==> config.mk <==
export PLATFORM = sky130hd
export DESIGN_NAME = ipv4_dotted_decimal_formatter
export DESIGN_NICKNAME = d
export VERILOG_FILES = /design/src/sv/ipv4f_pkg.sv /design/src/sv/ipv4_dotted_decimal_formatter.sv
export SDC_FILE = /design/constraint.sdc
export NUM_CORES = 1
export LEC_CHECK = 0
export BUFFER_PORTS_ARGS = -buffer_cell sky130_fd_sc_hd__buf_2
export CAP_MARGIN = 20
export CORE_ASPECT_RATIO = 0.9
export CORE_MARGIN = 2
export CORE_UTILIZATION = 58
export DETAILED_ROUTE_END_ITERATION = 8
export PLACE_DENSITY_LB_ADDON = 0.25
export SLEW_MARGIN = 5
export SYNTH_ARGS = -nofsm -noshare
export SYNTH_HDL_FRONTEND = slang
export SYNTH_SLANG_ARGS = --single-unit
==> constraint.sdc <==
create_clock -name i_clk -period 7.9 [get_ports i_clk]
set_input_delay 1.58 -clock i_clk [delete_from_list [all_inputs] [get_ports i_clk]]
set_output_delay 1.58 -clock i_clk [all_outputs]
set_load 0.02 [all_outputs]
==> src/sv/ipv4f_pkg.sv <==
// ----------------------------------------------------------------------------
// ipv4f_pkg
// Types, microcode store and digit split for the dotted-decimal formatter.
// ----------------------------------------------------------------------------
package ipv4f_pkg;

    localparam int unsigned STEP_W = 3;
    typedef logic [STEP_W-1:0] t_step;

    // Microcode addresses
    localparam t_step STEP_IDLE = 3'd0;
    localparam t_step STEP_LOAD = 3'd1;
    localparam t_step STEP_HUND = 3'd2;
    localparam t_step STEP_TENS = 3'd3;
    localparam t_step STEP_ONES = 3'd4;
    localparam t_step STEP_DOT  = 3'd5;

    localparam logic [7:0] ASCII_ZERO = 8'h30;
    localparam logic [7:0] ASCII_DOT  = 8'h2e;
    localparam logic [1:0] LAST_BYTE  = 2'd3;

    typedef enum logic [1:0] {
        SEL_HUND,
        SEL_TENS,
        SEL_ONES,
        SEL_DOT
    } t_char_sel;

    typedef enum logic [1:0] {
        SKIP_NEVER,
        SKIP_HUND_ZERO,
        SKIP_UPPER_ZERO
    } t_skip_cond;

    typedef struct packed {
        logic       wait_in;     // hold here until an address transaction
        logic       load_digits; // split current byte into decimal digits
        logic       emit;        // write one character to the output register
        t_char_sel  sel;
        t_skip_cond skip;
        logic       fin_check;   // on the last byte, end of text: jump to alt
        logic       next_byte;   // advance to the following address byte
        t_step      nxt;
        t_step      alt;
    } t_uword;

    typedef struct packed {
        logic [1:0] hund;
        logic [3:0] tens;
        logic [3:0] ones;
    } t_bcd;

    function automatic t_uword ucode(input t_step step);
        t_uword w;
        w = '{wait_in: 1'b0, load_digits: 1'b0, emit: 1'b0, sel: SEL_DOT,
              skip: SKIP_NEVER, fin_check: 1'b0, next_byte: 1'b0,
              nxt: STEP_IDLE, alt: STEP_IDLE};
        case (step)
            STEP_IDLE: begin
                w.wait_in = 1'b1;
                w.nxt     = STEP_LOAD;
            end
            STEP_LOAD: begin
                w.load_digits = 1'b1;
                w.nxt         = STEP_HUND;
            end
            STEP_HUND: begin
                w.emit = 1'b1;
                w.sel  = SEL_HUND;
                w.skip = SKIP_HUND_ZERO;
                w.nxt  = STEP_TENS;
            end
            STEP_TENS: begin
                w.emit = 1'b1;
                w.sel  = SEL_TENS;
                w.skip = SKIP_UPPER_ZERO;
                w.nxt  = STEP_ONES;
            end
            STEP_ONES: begin
                w.emit      = 1'b1;
                w.sel       = SEL_ONES;
                w.fin_check = 1'b1;
                w.nxt       = STEP_DOT;
                w.alt       = STEP_IDLE;
            end
            STEP_DOT: begin
                w.emit      = 1'b1;
                w.sel       = SEL_DOT;
                w.next_byte = 1'b1;
                w.nxt       = STEP_LOAD;
            end
            default: begin
                w.nxt = STEP_IDLE;
            end
        endcase
        return w;
    endfunction

    // v / 10 as (v * 205) >> 11, exact for v below 1024
    function automatic t_bcd to_bcd(input logic [7:0] v);
        logic [15:0] p1;
        logic [4:0]  q1;
        logic [12:0] p2;
        logic [1:0]  q2;
        t_bcd        r;
        p1 = {8'd0, v} * 16'd205;
        q1 = p1[15:11];
        p2 = {8'd0, q1} * 13'd205;
        q2 = p2[12:11];
        r.hund = q2;
        r.tens = 4'(q1 - 5'(q2) * 5'd10);
        r.ones = 4'(v - 8'(q1) * 8'd10);
        return r;
    endfunction

endpackage

==> src/sv/ipv4_dotted_decimal_formatter.sv <==
// ----------------------------------------------------------------------------
// ipv4_dotted_decimal_formatter
// Prints a 32-bit IPv4 address as dotted-decimal ASCII, one character per
// output transaction.
// ----------------------------------------------------------------------------
//  Channel  Signals                                        Direction
//  in       i_in_valid / o_in_ready, i_address_in          address in
//  out      o_out_valid / i_out_ready, o_text_char,        characters out
//           o_last_char, o_text_length
//
//  Steps: one idle step that takes the transaction, then per byte a
//  digit-split step and three digit steps, plus three dot steps, whatever
//  the text length (7..15). A suppressed leading zero still spends its
//  step, so a short text ends no sooner than a long one.
//  Reset (i_rst_n low, synchronous) returns the sequencer to its idle step
//  and empties the output register. A stalled output holds any emit step
//  that writes a character; the next address is taken only from the idle step.
// ----------------------------------------------------------------------------
module ipv4_dotted_decimal_formatter
    import ipv4f_pkg::*;
(
    input  logic        i_clk,
    input  logic        i_rst_n,
    input  logic        i_in_valid,
    output logic        o_in_ready,
    input  logic [31:0] i_address_in,
    output logic        o_out_valid,
    input  logic        i_out_ready,
    output logic [7:0]  o_text_char,
    output logic        o_last_char,
    output logic [3:0]  o_text_length
);

    // Sequencer state
    t_step       r_step, n_step;
    logic [1:0]  r_byte, n_byte;
    logic [3:0]  r_len, n_len;

    // Datapath
    logic [31:0] r_addr, n_addr;
    t_bcd        r_bcd, n_bcd;

    // Output register
    logic        r_out_valid, n_out_valid;
    logic [7:0]  r_char, n_char;
    logic        r_last, n_last;
    logic [3:0]  r_tlen, n_tlen;

    t_uword      uw;
    logic        skip;
    logic        out_busy;
    logic        fire;
    logic        is_last;
    logic [7:0]  ch;

    assign uw       = ucode(r_step);
    assign out_busy = r_out_valid && !i_out_ready;

    always_comb begin
        case (uw.skip)
            SKIP_HUND_ZERO:  skip = (r_bcd.hund == 2'd0);
            SKIP_UPPER_ZERO: skip = (r_bcd.hund == 2'd0) && (r_bcd.tens == 4'd0);
            default:         skip = 1'b0;
        endcase
    end

    always_comb begin
        case (uw.sel)
            SEL_HUND: ch = ASCII_ZERO + {6'd0, r_bcd.hund};
            SEL_TENS: ch = ASCII_ZERO + {4'd0, r_bcd.tens};
            SEL_ONES: ch = ASCII_ZERO + {4'd0, r_bcd.ones};
            default:  ch = ASCII_DOT;
        endcase
    end

    assign o_in_ready = uw.wait_in;
    assign fire       = uw.emit && !skip && !out_busy;
    assign is_last    = uw.fin_check && (r_byte == LAST_BYTE);

    // Next state: one control word per step; writing steps hold on a stall
    always_comb begin
        n_step      = r_step;
        n_byte      = r_byte;
        n_len       = r_len;
        n_addr      = r_addr;
        n_bcd       = r_bcd;
        n_out_valid = r_out_valid && !i_out_ready;
        n_char      = r_char;
        n_last      = r_last;
        n_tlen      = r_tlen;

        if (uw.wait_in) begin
            if (i_in_valid) begin
                n_addr = i_address_in;
                n_byte = 2'd0;
                n_len  = 4'd0;
                n_step = uw.nxt;
            end
        end else if (uw.load_digits) begin
            n_bcd  = to_bcd(r_addr[31:24]);
            n_step = uw.nxt;
        end else if (uw.emit) begin
            if (skip) begin
                n_step = uw.nxt;
            end else if (fire) begin
                n_out_valid = 1'b1;
                n_char      = ch;
                n_last      = is_last;
                n_tlen      = is_last ? r_len + 4'd1 : 4'd0;
                n_len       = r_len + 4'd1;
                n_step      = is_last ? uw.alt : uw.nxt;
                if (uw.next_byte) begin
                    n_byte = r_byte + 2'd1;
                    n_addr = {r_addr[23:0], 8'd0};
                end
            end
        end else begin
            n_step = uw.nxt;
        end
    end

    always_ff @(posedge i_clk) begin
        if (!i_rst_n) begin
            r_step      <= STEP_IDLE;
            r_byte      <= 2'd0;
            r_len       <= 4'd0;
            r_out_valid <= 1'b0;
        end else begin
            r_step      <= n_step;
            r_byte      <= n_byte;
            r_len       <= n_len;
            r_out_valid <= n_out_valid;
        end
    end

    always_ff @(posedge i_clk) begin
        r_addr <= n_addr;
        r_bcd  <= n_bcd;
        r_char <= n_char;
        r_last <= n_last;
        r_tlen <= n_tlen;
    end

    assign o_out_valid   = r_out_valid;
    assign o_text_char   = r_char;
    assign o_last_char   = r_last;
    assign o_text_length = r_tlen;

endmodule
==> impl_metrics.ini <==
[status]
status = finished clean

[layout]
layout_commonest_cell = nand2_1
nets = 599
area_growth_pct = 11.7
drive_gt1_share_pct = 16.7
regArea_um2 = 1760
diodes = 0
mostFrequentLayoutCells = nand2_1 (86), ha_1 (70), edfxtp_1 (52)
fillers = 602
multiInputGateArea_um2 = 2450

[logic_synthesis]
synth_area_um2 = 4430
synth_top_area_share_pct = 35.2
yosys.area.top_type = edfxtp_1
synth.distinct_cells = 49
synth_flop_cell = edfxtp_1
ys_ff_latch = 62
synthCells = 432
ys_async_sr_fraction_pct = 0
avgSynthCellArea_um2 = 10.3
yosysWarnings = 0
ys_seq_area_share_pct = 39.8
synth_edf_count = 52
synthTopCellsByArea = edfxtp_1 (35%), ha_1 (20%), nand2_1 (7.3%)

[cts]
cts.clk_slew.worst_paths_ns = 0.07
htreeDepth = 3
cts_sinks = 62
clockBufferDepth = 2
numCtsBuffers = 9
clock-root-buffer = clkbuf_8
cts_tree = yes
clk_latency_ns = 0.34
postCtsHoldBufs = 0

[drt]
antenna_left = 0
drc_errors = 0
totalWireLength_um = 8310
viasPerCell = 5.33
vias = 3092
dr.pass1.iters = 4
avgRoutedWirePerCell_um = 14.3
drt_iter0_markers = 165

[die]
floorplan.core_area_um2 = 7470
die-area_um2 = 8350
start_util_pct = 59.3
num_rows = 30
die_h_um = 86.9
io_pins = 51
dieWidth_um = 96.1

[worst_setup_path]
crit_type = reg -> reg
cp_num_buf_inv = 5
start_kind = register
arrival_ns = 7.61
slowest_stage = fa_1
crit_fanout = 6
required_ns = 7.99
end_kind = register
cpPeakStageDelay_ns = 0.54
crit_family = adder cells

[sta]
fmaxAchievable_mhz = 133
rsz0062_at_grt = no
fin_skew_ns = 0.00829
post-route-period-util_pct = 95.1
slew-limit-headroom_pct = 37.6
finalSetupViolCount = 0
drv_slew = 0
timing.final.ws_setup_ns = 0.388
period_needed_ns = 7.51
tightest_slew_ns = 0.937
fin_setup_tns_ns = 0
hold_violations = 0

[grt]
grt_max_degree = 35
grt_pass1_vias = 3049
grt_busiest_layer = met2
grt_use_total_pct = 21.9
use_met3_pct = 5.19
met1_usage_pct = 27.0
use_met2_pct = 37.2
gr-total-overflow = 0
grt_first_pass_wirelength_um = 13900
antenna_found_initial = 0

[flow_run]
maxCapViolations = 0

[placed_design]
dp_hpwl_um = 6280
pre_cts_ws_ns = 0.248
gp_congestion = 0.842
numPortBuffers = 47

[hold_path]
hp-class = reg -> reg
flip-flops by register name, indices dropped and copies added, names as in the netlist:
register	flops
r_len	4
r_addr	32
r_byte	2
o_out_valid	1
r_bcd	10
r_step	3
o_last_char	1
o_text_length	4
o_text_char	5
cell usage after synthesis, types with 5 or more instances:
cell type	n
o21ai_0	9
edfxtp_1	52
dfxtp_1	10
and2_1	10
xnor2_1	12
nor3_1	6
fa_1	14
nand2_1	86
nor2_1	17
clkbuf_1	6
xor2_1	7
ha_1	70
nand3_1	7
a21oi_1	17
inv_1	44
buf_2	5
through the flow:
step | hold slack, ns | instances | util [%] | cell area, um^2
floorplan | 0.436 | 433 | - | 4430
global placement | 0.441 | 564 | 63.4 | 4730
detailed placement | 0.452 | 564 | 63.4 | 4730
CTS | 0.478 | 580 | 66.0 | 4930
global route | 0.523 | 580 | 66.2 | 4950
finish | 0.483 | 580 | 66.2 | 4950
repair_timing:
action / in CTS / in global routing
gates resized for setup: 0 / 4
endpoints found under the setup margin: 0 / 1
setup buffers: 0 / 0
layer usage:
layer	wire (um)	share of wire, %
met1	3620	44
met2	4120	50
met3	435	5.2
met4	134	1.6
met5	0	0
layout make-up:
| class | count | area share (%) |
|---|---|---|
| clock inverters | 7 | 1.49 |
| flip-flops and latches | 62 | 35.6 |
| inverters | 44 | 3.34 |
| well taps | 96 | 2.43 |
| multi-input cells | 313 | 49.6 |
| repair buffers | 49 | 5.06 |
| clock buffers | 9 | 2.50 |
path summary, 6_finish.rpt:
check,startpoint,end,slack [ns],cells past startpoint
worst min-delay path,r_byte[1]$_SDFFE_PN0P_,r_byte[1]$_SDFFE_PN0P_,0.48,2
worst min register to register,r_byte[1]$_SDFFE_PN0P_,r_byte[1]$_SDFFE_PN0P_,0.48,2
worst max-delay path,r_addr[26]$_DFFE_PP_,r_bcd[7]$_DFFE_PP_,0.39,27
worst max register to register,r_addr[26]$_DFFE_PP_,r_bcd[7]$_DFFE_PP_,0.39,27
worst reg2reg max path: stages, from the launching register on:
cell       delay [ns]
edfxtp_1         0.49
ha_1             0.37
fa_1             0.51
fa_1             0.54
inv_1            0.05
fa_1             0.53
inv_1            0.04
ha_1             0.32
and4_1           0.23
o21a_1           0.13
o41ai_2          0.38
xnor2_2          0.26
and2_1           0.21
ha_1             0.17
inv_1            0.09
fa_1             0.51
inv_1            0.05
ha_1             0.20
a2111oi_1        0.44
nand2_1          0.09
o22ai_1          0.27
xnor2_1          0.24
xnor2_1          0.19
ha_1             0.18
inv_1            0.05
fa_1             0.39
xor2_1           0.19
xnor2_1          0.15
cells by family after synthesis:
group	Yosys count	synth area share [%]
and+or+nand+nor	149	15.3
adders and majority gates	84	26.1
DFF	62	39.8
buffers and inverters	58	5.31
AOI/OAI and AO/OA	51	7.94
xor gates and xnor gates	19	3.76
muxes	7	1.67
other	2	0.170
Power is left out: the tool's default activity adds up to more than one toggle a clock period on the data nets, which glitch-free logic cannot reach.
